File: src/hdl/vmps_pkg.sv
package vmps_pkg;

   // word field widths
   localparam int ELEM_W     = 16;
   localparam int PROD_W     = 32;
   localparam int SUM_W      = 48;
   localparam int DIM_W      = 11;
   localparam int IDX_OUT_W  = 10;
   localparam int REQ_DATA_W = 32;
   localparam int RSP_DATA_W = 64;

   // dimension after reset
   localparam int DIM_RESET = 1024;

   // result queue
   localparam int OUTQ_DEPTH = 4;
   localparam int OUTQ_AW    = $clog2(OUTQ_DEPTH);
   localparam int OUTQ_CW    = $clog2(OUTQ_DEPTH + 1);

   typedef struct packed {
      logic first_row;
      logic last_row;
      logic last_col;
   } tag_type;

   typedef struct packed {
      logic s1_busy;
      logic s2_busy;
   } pipe_status_type;

   typedef struct packed {
      logic                 last_column;
      logic [SUM_W-1:0]     column_sum;
      logic [IDX_OUT_W-1:0] column_index;
   } rsp_word_type;

endpackage

File: src/hdl/vmps_outq.sv
module vmps_outq (
   input  logic                            clock,
   input  logic                            reset,
   input  logic                            push,
   input  vmps_pkg::rsp_word_type          push_word,
   input  logic                            pop,
   output logic                            head_valid,
   output vmps_pkg::rsp_word_type          head_word,
   output logic [vmps_pkg::OUTQ_CW-1:0]    used
);

   localparam int AW = vmps_pkg::OUTQ_AW;
   localparam int CW = vmps_pkg::OUTQ_CW;

   vmps_pkg::rsp_word_type slot_ff [vmps_pkg::OUTQ_DEPTH];
   logic [AW-1:0] wr_ptr_ff, wr_ptr_in;
   logic [AW-1:0] rd_ptr_ff, rd_ptr_in;
   logic [CW-1:0] count_ff, count_in;
   logic          do_pop;

   assign head_valid = (count_ff != '0);
   assign head_word  = slot_ff[rd_ptr_ff];
   assign used       = count_ff;
   assign do_pop     = pop && head_valid;

   always_comb begin
      wr_ptr_in = push   ? wr_ptr_ff + AW'(1) : wr_ptr_ff;
      rd_ptr_in = do_pop ? rd_ptr_ff + AW'(1) : rd_ptr_ff;
      count_in  = count_ff;
      if (push && !do_pop) begin
         count_in = count_ff + CW'(1);
      end else if (!push && do_pop) begin
         count_in = count_ff - CW'(1);
      end
   end

   always_ff @(posedge clock) begin
      if (reset) begin
         wr_ptr_ff <= '0;
         rd_ptr_ff <= '0;
         count_ff  <= '0;
      end else begin
         wr_ptr_ff <= wr_ptr_in;
         rd_ptr_ff <= rd_ptr_in;
         count_ff  <= count_in;
      end
   end

   always_ff @(posedge clock) begin
      if (push) begin
         slot_ff[wr_ptr_ff] <= push_word;
      end
   end

   a_no_overflow: assert property (@(posedge clock) disable iff (reset)
      push |-> (count_ff < CW'(vmps_pkg::OUTQ_DEPTH)) || do_pop)
      else $error("result queue overflow");

endmodule

File: config.mk
export PLATFORM = sky130hd
export DESIGN_NAME = vmps_outq
export DESIGN_NICKNAME = d
export VERILOG_FILES = /design/src/hdl/vmps_pkg.sv /design/src/hdl/vmps_outq.sv
export SDC_FILE = /design/constraint.sdc
export NUM_CORES = 1
export LEC_CHECK = 0
export BUFFER_PORTS_ARGS = -buffer_cell sky130_fd_sc_hd__buf_4
export CAP_MARGIN = 10
export CORE_ASPECT_RATIO = 1.2
export CORE_MARGIN = 5
export CORE_UTILIZATION = 61
export DETAILED_ROUTE_END_ITERATION = 16
export PLACE_DENSITY = 0.91
export SYNTH_ARGS = -nofsm -noshare
export SYNTH_HDL_FRONTEND = slang
export SYNTH_SLANG_ARGS = --single-unit
File: constraint.sdc
create_clock -name clock -period 5.8 [get_ports clock]
set_input_delay 1.45 -clock clock [delete_from_list [all_inputs] [get_ports clock]]
set_output_delay 1.45 -clock clock [all_outputs]
set_load 0.01 [all_outputs]
==> results.md <==
- The flow ran to the end, and the final reports show no timing, DRC or antenna violations.
- In this run the power spent charging and discharging nets is 1.10 mW.
- The number of gates resized after cts is 0.
- Per report_power, the combinational group accounts for 19.8% of the total.
- The number of nets in the final layout is 557.
- The clock latency on the worst-skew pair is 0.49 ns.
- The share of total power dissipated in sequential elements is 47.1%.
- By startpoint and endpoint, the worst setup path is classified as reg -> out.
- The total grt overflow is 0.
- For this block, the initial DRC count from the detailed router was 308.
- The share of cells above drive strength 1 is 44.6%.
- The repair_antennas step left the layout with diodes totalling 0.
- The power density over the cells is 430 nW/um^2.
- The final cell utilization of the core is 75.0%.
- Once the floorplan was initialized, standard cells occupied 62.2% of the core.
- TritonCTS built the clock tree.
- The most common cell after layout, fill and taps aside is edfxtp_1.
- The post-synthesis sequential element count is 245.
- The kind of end point of the critical path is an output port.
- The detailed router placed 4021 vias in this run.
- In this run the core area contains 48 standard-cell rows.
- In this run the number of H-tree levels came out at 1.
- The number of pins exceeding their max-slew limit in the final report is 0.
- The number of global-route vias before repair was 4496.
- Summed over all layers, the routed wires come to 16.0 mm.
- Setup repair after global routing left no endpoint under its margin.
- The global-route total usage across every layer is 19.1%.
- For the worst setup path, the data required time is 4.35 ns.
- The clock passes through at most 3 buffers.
- The post-synthesis cell area is 8960 sq um.
- The post-placement cell area is 10000 sq um.
- The placed wire-length estimate is 9.32 mm.
- The final cell count without fillers is 679.
- The area of combinational cells with multiple inputs is 1580 sq um.
- The worst path needs 4.05 ns of the cycle, external delays included.
- The clock network burns 33.1% of the power.
- The count of different cell masters after synthesis is 21.
- In the routed design, unresolved DRC markers number 0.
- The internal cell power is 3.54 mW.
- The transition at the pin with the smallest max-transition slack is 0.953 ns.
- The count of port buffers added during placement is 125.
- The setup slack of the critical path after layout is 1.75 ns.
- For the worst flop-to-flop path, the logic depth is 7.
- The layout has 776 filler cells.
- The count of endpoints failing setup in the final report is 0.
- The switching fraction of total power is 23.7%.
- The tree built by TritonCTS fans out to 245 sinks.
- The setup TNS after final layout is 0 ns.
- The final period utilization is 69.8%.
- The floorplan step defined a die boundary enclosing 17200 sq um.
- In this run the standard cell core region covers 14400 sq um.
- The tightest min-delay check is of the reg -> reg type.
- The die width is 121 microns.
- The worst relative slew slack is 36.5%.
- The clock buffer count from CTS is 22.
- The element type at the critical path start is a register.
- In the layout the commonest cells are edfxtp_1 (236), buf_4 (127), mux4_2 (59).
- The total of max-cap violations is 0.
- 126 I/O pins were placed.
- The highest clock frequency the design can meet is 247 MHz.
- The finished cells cover 10800 sq um.
- In the final routed layout, each cell accounts on average for 23.5 microns.
- The detail-routed via count per cell is 5.92.
- Between clock sinks in the finished design, the worst skew comes to 0.00967 ns.
- The first global-routing pass estimated 25.1 mm of wire.
- The clock slew at the register clock pins of the worst setup and hold paths is 0.06 ns.
- The number of hold buffers added after CTS was 0.
- Entering global routing, the biggest net connects 60 pins.
- The sequential cell area is 7270 sq um.
- For the worst setup path, the data arrival time is 2.60 ns.
- In this run the static leakage power is 3.68 nW.
- The congestion estimate from routability-driven global placement came to 0.685.
- The final count of hold timing violations was 0.
- Before CTS, the worst setup slack after placement is 2.18 ns.
- The die is 143 microns tall.
- The largest voltage drop on the vdd net is 351 uV.
- The mean instance size in the synthesized netlist is 25.5 sq um.
- In this run the clock root is driven by a clkbuf_16.
- The maximum fanout along the worst path is 47.
- Counting tap cells, the placed design contains a total of 639 instances.
- The number of nets in the synthesized netlist is 421.
- The number of cells produced by synthesis is 352.
- From synthesis to final layout, the design area changed by 20.7%.
- The cell depth of the worst hold path is 2.
- In this run the remaining antenna-violating nets after routing total 0.
- During synthesis, Yosys emitted a total of 0 warnings.
- The number of antenna violations at the first check in global routing is 0.
- Sequential cells were found to cover 81.1% of the synthesized design area.
- For this run, the detailed router's first-pass iteration total came to 5.
- The number of setup buffers added after CTS is 0.
[layout make-up]
cell class / instances / area share, %
clock inverters: 15 / 1.83
multi-input cells: 89 / 14.6
flip-flops and latches: 245 / 67.3
inverters: 3 / 0.104
clock buffers: 25 / 5.39
well taps: 175 / 2.03
repair buffers: 127 / 8.82
[sequential cells by signal (all words and copies together), names as in the netlist, named ones only]
| name | count |
|---|---|
| wr_ptr_ff | 2 |
| rd_ptr_ff | 2 |
| used | 3 |
| slot_ff | 236 |
[path summary, 6_finish.rpt]
check	slack [ns]	to	startpoint
max reg2reg	3.48	used[2]	used[0]
max	1.75	head_word[15]	register
min	0.53	rd_ptr_ff[1]	rd_ptr_ff[1]
min reg2reg	0.53	rd_ptr_ff[1]	rd_ptr_ff[1]
[per-stage QoR]
stage	power [mW]	hold slack, ns
final	4.65	0.534
after global routing	4.85	0.571
after CTS	4.70	0.536
after detailed placement	3.16	0.518
after global placement	3.13	0.499
after floorplan	2.77	0.485
[per-layer routing]
metal  GRT usage, %  vias up  part of all wire (%)
li1               -     1763                     -
met1           24.6     2092                    38
met2           33.6      137                    54
met3           4.12       29                   6.4
met4           4.71        0                   2.0
met5              0        -                     0
[worst max-delay path, cell delays in order, from the launching register on]
cell     delay [ns]
dfxtp_4        0.98
buf_4          0.41
mux4_2         0.55
buf_4          0.16
[synth_stat cells]
cell type  instances  area share [%]
clkbuf_1           5            0.21
a21oi_1            1           0.056
inv_1              3            0.13
mux2i_1            2            0.22
ha_1               5            0.70
fa_1               1            0.22
o311ai_0           1           0.098
buf_2              3            0.17
nor2_1             7            0.29
or3_1              2            0.14
buf_6              1            0.13
buf_12             2            0.45
and2_1             4            0.28
mux4_2            59              15
o31ai_1            1           0.084
o21ai_0            1           0.056
xor2_1             4            0.39
edfxtp_1         236              79
dfxtp_1            9             2.0
buf_4              4            0.34
xnor2_1            1           0.098
[power by group through the flow]
stage | clock network, mW | registers (mW) | logic [mW]
2_1_floorplan | 0 | 2.11 | 0.664
3_3_place_gp | 0 | 2.22 | 0.904
3_5_place_dp | 0 | 2.23 | 0.929
4_1_cts | 1.56 | 2.19 | 0.940
5_1_grt | 1.65 | 2.22 | 0.981
6_report | 1.54 | 2.19 | 0.922
[cell families after synthesis]
group,share of synthesized area (%)
AND/OR/NAND/NOR,0.712
AO/OA/AOI/OAI,0.293
flip-flops,81.1
buffers and inverters,1.41
multiplexers,15.1
XOR/XNOR,0.489
adder cells (fa/ha/maj),0.922
Power figures use the tool's default switching activity.
