### src/hdl/vmps_pkg.sv
package vmps_pkg;

   // word field widths
   localparam int ELEM_W     = 16;
   localparam int PROD_W     = 32;
   localparam int SUM_W      = 48;
   localparam int DIM_W      = 11;
   localparam int IDX_OUT_W  = 10;
   localparam int REQ_DATA_W = 32;
   localparam int RSP_DATA_W = 64;

   // dimension after reset
   localparam int DIM_RESET = 1024;

   // result queue
   localparam int OUTQ_DEPTH = 4;
   localparam int OUTQ_AW    = $clog2(OUTQ_DEPTH);
   localparam int OUTQ_CW    = $clog2(OUTQ_DEPTH + 1);

   typedef struct packed {
      logic first_row;
      logic last_row;
      logic last_col;
   } tag_type;

   typedef struct packed {
      logic s1_busy;
      logic s2_busy;
   } pipe_status_type;

   typedef struct packed {
      logic                 last_column;
      logic [SUM_W-1:0]     column_sum;
      logic [IDX_OUT_W-1:0] column_index;
   } rsp_word_type;

endpackage

### src/hdl/vmps_seq.sv
module vmps_seq #(
   parameter int MAX_DIMENSION = 1024
) (
   input  logic                                  clock,
   input  logic                                  reset,
   input  logic                                  csr_wen,
   input  logic [vmps_pkg::DIM_W-1:0]            csr_wdata,
   input  logic                                  in_accept,
   output logic [((MAX_DIMENSION > 1) ? $clog2(MAX_DIMENSION) : 1)-1:0] col,
   output vmps_pkg::tag_type                     tag
);

   localparam int IDX_W = (MAX_DIMENSION > 1) ? $clog2(MAX_DIMENSION) : 1;
   localparam int CMP_W = (vmps_pkg::DIM_W > IDX_W + 1) ? vmps_pkg::DIM_W : IDX_W + 1;
   localparam int RESET_DIM = (vmps_pkg::DIM_RESET < MAX_DIMENSION) ?
                              vmps_pkg::DIM_RESET : MAX_DIMENSION;
   localparam logic [IDX_W-1:0] RESET_LAST = IDX_W'(RESET_DIM - 1);

   logic [IDX_W-1:0] col_ff, col_in;
   logic [IDX_W-1:0] row_ff, row_in;
   logic [IDX_W-1:0] last_ff, last_in;
   logic [CMP_W-1:0] wr_dim, clamped, last_wide;

   // out-of-range dimension: zero acts as one, too large acts as the maximum
   always_comb begin
      wr_dim = CMP_W'(csr_wdata);
      if (wr_dim == '0) begin
         clamped = CMP_W'(1);
      end else if (wr_dim > CMP_W'(MAX_DIMENSION)) begin
         clamped = CMP_W'(MAX_DIMENSION);
      end else begin
         clamped = wr_dim;
      end
      last_wide = clamped - CMP_W'(1);
   end

   assign tag.first_row = (row_ff == '0);
   assign tag.last_row  = (row_ff == last_ff);
   assign tag.last_col  = (col_ff == last_ff);
   assign col           = col_ff;

   always_comb begin
      col_in  = col_ff;
      row_in  = row_ff;
      last_in = last_ff;
      if (csr_wen) begin
         last_in = last_wide[IDX_W-1:0];
         col_in  = '0;
         row_in  = '0;
      end else if (in_accept) begin
         if (tag.last_col) begin
            col_in = '0;
            row_in = tag.last_row ? '0 : row_ff + IDX_W'(1);
         end else begin
            col_in = col_ff + IDX_W'(1);
         end
      end
   end

   always_ff @(posedge clock) begin
      if (reset) begin
         col_ff  <= '0;
         row_ff  <= '0;
         last_ff <= RESET_LAST;
      end else begin
         col_ff  <= col_in;
         row_ff  <= row_in;
         last_ff <= last_in;
      end
   end

   a_wrap_col: assert property (@(posedge clock) disable iff (reset)
      (in_accept && !csr_wen && tag.last_col) |=> (col_ff == '0))
      else $error("column counter did not wrap after last column");

   a_step_col: assert property (@(posedge clock) disable iff (reset)
      (in_accept && !csr_wen && !tag.last_col) |=>
         (col_ff == $past(col_ff) + IDX_W'(1)) && (row_ff == $past(row_ff)))
      else $error("column counter step wrong");

   a_counters_in_range: assert property (@(posedge clock) disable iff (reset)
      (col_ff <= last_ff) && (row_ff <= last_ff))
      else $error("counter beyond dimension");

endmodule

### config.mk
export PLATFORM = sky130hd
export DESIGN_NAME = vmps_seq
export DESIGN_NICKNAME = d
export VERILOG_FILES = /design/src/hdl/vmps_pkg.sv /design/src/hdl/vmps_seq.sv
export SDC_FILE = /design/constraint.sdc
export NUM_CORES = 1
export LEC_CHECK = 0
export BUFFER_PORTS_ARGS = -buffer_cell sky130_fd_sc_hd__buf_2
export CORE_ASPECT_RATIO = 0.6
export CORE_UTILIZATION = 49
export CTS_CLUSTER_SIZE = 30
export DETAILED_ROUTE_END_ITERATION = 16
export GPL_TIMING_DRIVEN = 0
export PLACE_DENSITY = 0.78
export SLEW_MARGIN = 15
export SYNTH_ARGS = -nofsm -noshare
export SYNTH_HDL_FRONTEND = slang
export SYNTH_SLANG_ARGS = --single-unit
export TNS_END_PERCENT = 1
### constraint.sdc
create_clock -name clock -period 8.2 [get_ports clock]
set_clock_uncertainty 0.05 [all_clocks]
set_input_delay 2.46 -clock clock [delete_from_list [all_inputs] [get_ports clock]]
set_output_delay 2.46 -clock clock [all_outputs]
set_load 0.02 [all_outputs]
==> results.md <==
* Outcome: complete, no violations
* Unrepaired setup endpoints after global routing: no
* F_max at 213 MHz
* Main combinational cell family by area after synthesis: simple AND/OR/NAND/NOR gates
* Port bufs at 26
* Critical Path RT at 8.37 ns
* Setup CP Type: in2reg
* Slew headroom at 0.271
* Cell Chain, Critical Path: buf_2 > nor4_1 > nor3b_1 > o21ai_0 > ha_1 > clkbuf_1 > nand3_1 > o21ai_0 > a211o_1 > nand3b_1
* Synth warn at 0
* Fin area at 0.00207 sq mm
* Synth Area in XOR/XNOR at 0.151
* Detailed Route Iter0 Violations at 104
* Placed Area at 0.00199 sq mm
* Area delta synth->final at 14.7%
* Tot GR Track Use at 0.233
* Clock sink total at 30
* Core Area at 0.00338 sq mm
* Setup TNS Final at 0 ns
* CP Data Arrival Time at 4.86 ns
* Filler cells at 329
* Pwr dens at 142 mW/mm^2
* Worst slew pin tran at 1.08 ns
* Reg-to-reg setup timing slack at 5.93 ns
* Clock Latency Late Sink at 0.28 ns
* Reg2Reg Depth at 6
* R2r startpoint: col[1]
* CP max-delay cell: nor4_1
* Worst hold endpoint: row_ff[8]
* Storage element area at 601 sq um
* Final Hold Viols at 0
* Top cell by count, worst path: o21ai_0
* VDD IR max at 0.0867 mV
* Gate Count Post-Synth at 226
* Vias at 1722
* Synthesized area at 0.00180 sq mm
* CP Launch Point: csr_wdata[2]
* Post-CTS setup buffers at 0
* Hold Path Stages at 2
* Antenna Nets Post-Route at 0
* GR Overflow Total at 0
* Clock Path Buffers at 2
* Max-slew violation count at 0
* Worst-path clk slew at 0.06 ns
* Die area at 0.00393 sq mm
* Final Cycle Share at 0.572
* Startpoint types: primary input
* Max stage delay on crit path at 0.88 ns
* ANT cells at 0
* Area occupied by multi-input gates at 0.00111 sq mm
* Post-Syn Area per Cell at 7.97 sq um
* Hold_buf cts at 0
* Die Height at 49.0 microns
* Crit. End Element: register
* Mux cell area share after synthesis at 0.0111
* Buf/Inv on CP at 2
* Simple-Gate Fraction of Synth Area at 0.284
* Horiz. Die Dim at 80.3 microns
* Placer Congestion at 0.858
* DRC viols at 0
* Complex-gate fraction of the synthesized area at 0.145
* Top delay family on crit path: simple AND/OR/NAND/NOR gates
* DRT Wirelength at 4090 microns
* FF-to-FF End: row_ff[5]
* DP HPWL at 3210 microns
* Vias in the first global route at 1469
* Setup violators final at 0
* CTS tree: built
* # Max-Cap Violations at 0
* Hold Startpoint: row_ff[8]
* Initial antenna violation count at 0
* Root buffer cell: clkbuf_8
* H-tree levels at 2
* Synth top area share at 0.334
* Share of layout cells above drive strength 1 at 0.178
* Largest net degree at the start of global routing at 11
* Worst Path Max Fanout at 8
* Min Tclk post-route at 4.69 ns
* Routed wire per std cell at 13.4 microns
* Num rows at 16
* Ports at 28
* Register area share after synthesis at 0.334
* Main area contributors after synthesis: dfxtp_1, xor2_1, xnor2_1
* Post-synth EDFFs at 0
* Num CTS Buffers at 5
* Post-synth ARST share at 0
* Gates resized, CTS repair at 0
* Leading area contributor after synthesis: dfxtp_1
* Worst hold path type: reg2reg
* First-pass GRT wire length at 6880 microns
* Drt pass-1 iters at 4
* Starting density of the core at 0.532
* Number of distinct library cells after synthesis at 42
* Post-synth net total at 245
* # nets final at 278
* Lkg Pwr at 0.000749 uW
* Most common flop cell mapped by yosys: dfxtp_1
* Yosys reg bits at 30
* Post-synthesis adder-cell area fraction at 0.0278
* Via density at 5.66
registers in the layout (all words and copies together), names as in the netlist:
signal	cells
col	10
last_ff	10
row_ff	10
tightest hold or removal path, delay by kind of cell, from the launching register on:
kind           cells  cell delay, ns
flip-flops         1            0.34
AO/OA/AOI/OAI      2            0.14
logic make-up after synthesis:
kind of cell | Yosys count
and+or+nand+nor | 96
AOI/OAI and AO/OA | 43
xor gates and xnor gates | 31
DFF | 30
buffers and inverters | 20
adders and majority gates | 4
muxes | 2
layer usage:
layer	share of wire	GRT usage	up-vias
li1	-	-	867
met1	0.53	0.339	796
met2	0.39	0.325	51
met3	0.065	0.0654	8
met4	0.014	0.0863	0
met5	0	0	-
where the power goes:
| group | internal [uW] | switching [uW] |
|---|---|---|
| clock network | 56.7 | 52.3 |
| logic | 13.4 | 16.6 |
| registers | 149 | 4.79 |
synthesized netlist by cell type (4+ instances only):
library cell and instances:
dfxtp_1 30, nor2_1 25, a21oi_1 16, nand2_1 16
xor2_1 16, xnor2_1 15, nand4_1 13, inv_1 11
o21ai_0 11, nand3_1 7, clkbuf_1 5, nor4_1 5
ha_1 4, or2_2 4, or4_1 4
cell usage in the layout (no fill, tap or decap), types with 3 or more instances in the layout:
| master | instances |
|---|---|
| nor3_1 | 3 |
| nand2_1 | 16 |
| nor2_1 | 25 |
| nand4b_1 | 3 |
| nand4_1 | 13 |
| o21ai_0 | 11 |
| clkbuf_8 | 5 |
| ha_1 | 4 |
| dfxtp_1 | 30 |
| or4_1 | 4 |
| or2_2 | 4 |
| a21oi_1 | 16 |
| nor4_1 | 5 |
| nand3_1 | 7 |
| xor2_1 | 16 |
| and3_1 | 3 |
| buf_2 | 26 |
| clkbuf_1 | 5 |
| inv_1 | 11 |
| or3_2 | 3 |
| o31ai_1 | 3 |
| xnor2_1 | 15 |
area by class of cell:
type | instances | area share
buffer | 8 | 0.0206
clock buffer | 5 | 0.0333
clock inverter | 2 | 0.00485
inverter | 12 | 0.0218
multi-input combinational | 176 | 0.538
sequential | 30 | 0.291
tap | 45 | 0.0273
timing repair buffer | 26 | 0.0630
stage by stage:
stage	worst slack [ns]	util	total power [uW]	hold WS (ns)	instances
6_report	3.51	0.611	293	0.472	304
5_1_grt	3.25	0.611	308	0.496	304
4_1_cts	3.57	0.611	296	0.476	304
3_5_place_dp	3.28	0.587	187	0.464	297
2_1_floorplan	3.71	-	176	0.432	226
3_3_place_gp	3.30	0.587	186	0.450	297
worst max path at each step:
stage | endpoint | slack [ns] | cells past startpoint
floorplan | last_ff[6] | 3.71 | 9
global placement | last_ff[6] | 3.30 | 10
detailed placement | last_ff[6] | 3.28 | 10
CTS | last_ff[6] | 3.57 | 10
global route | last_ff[6] | 3.25 | 10
finish | last_ff[6] | 3.51 | 10
No activity file was read; power rests on OpenSTA's default activity.
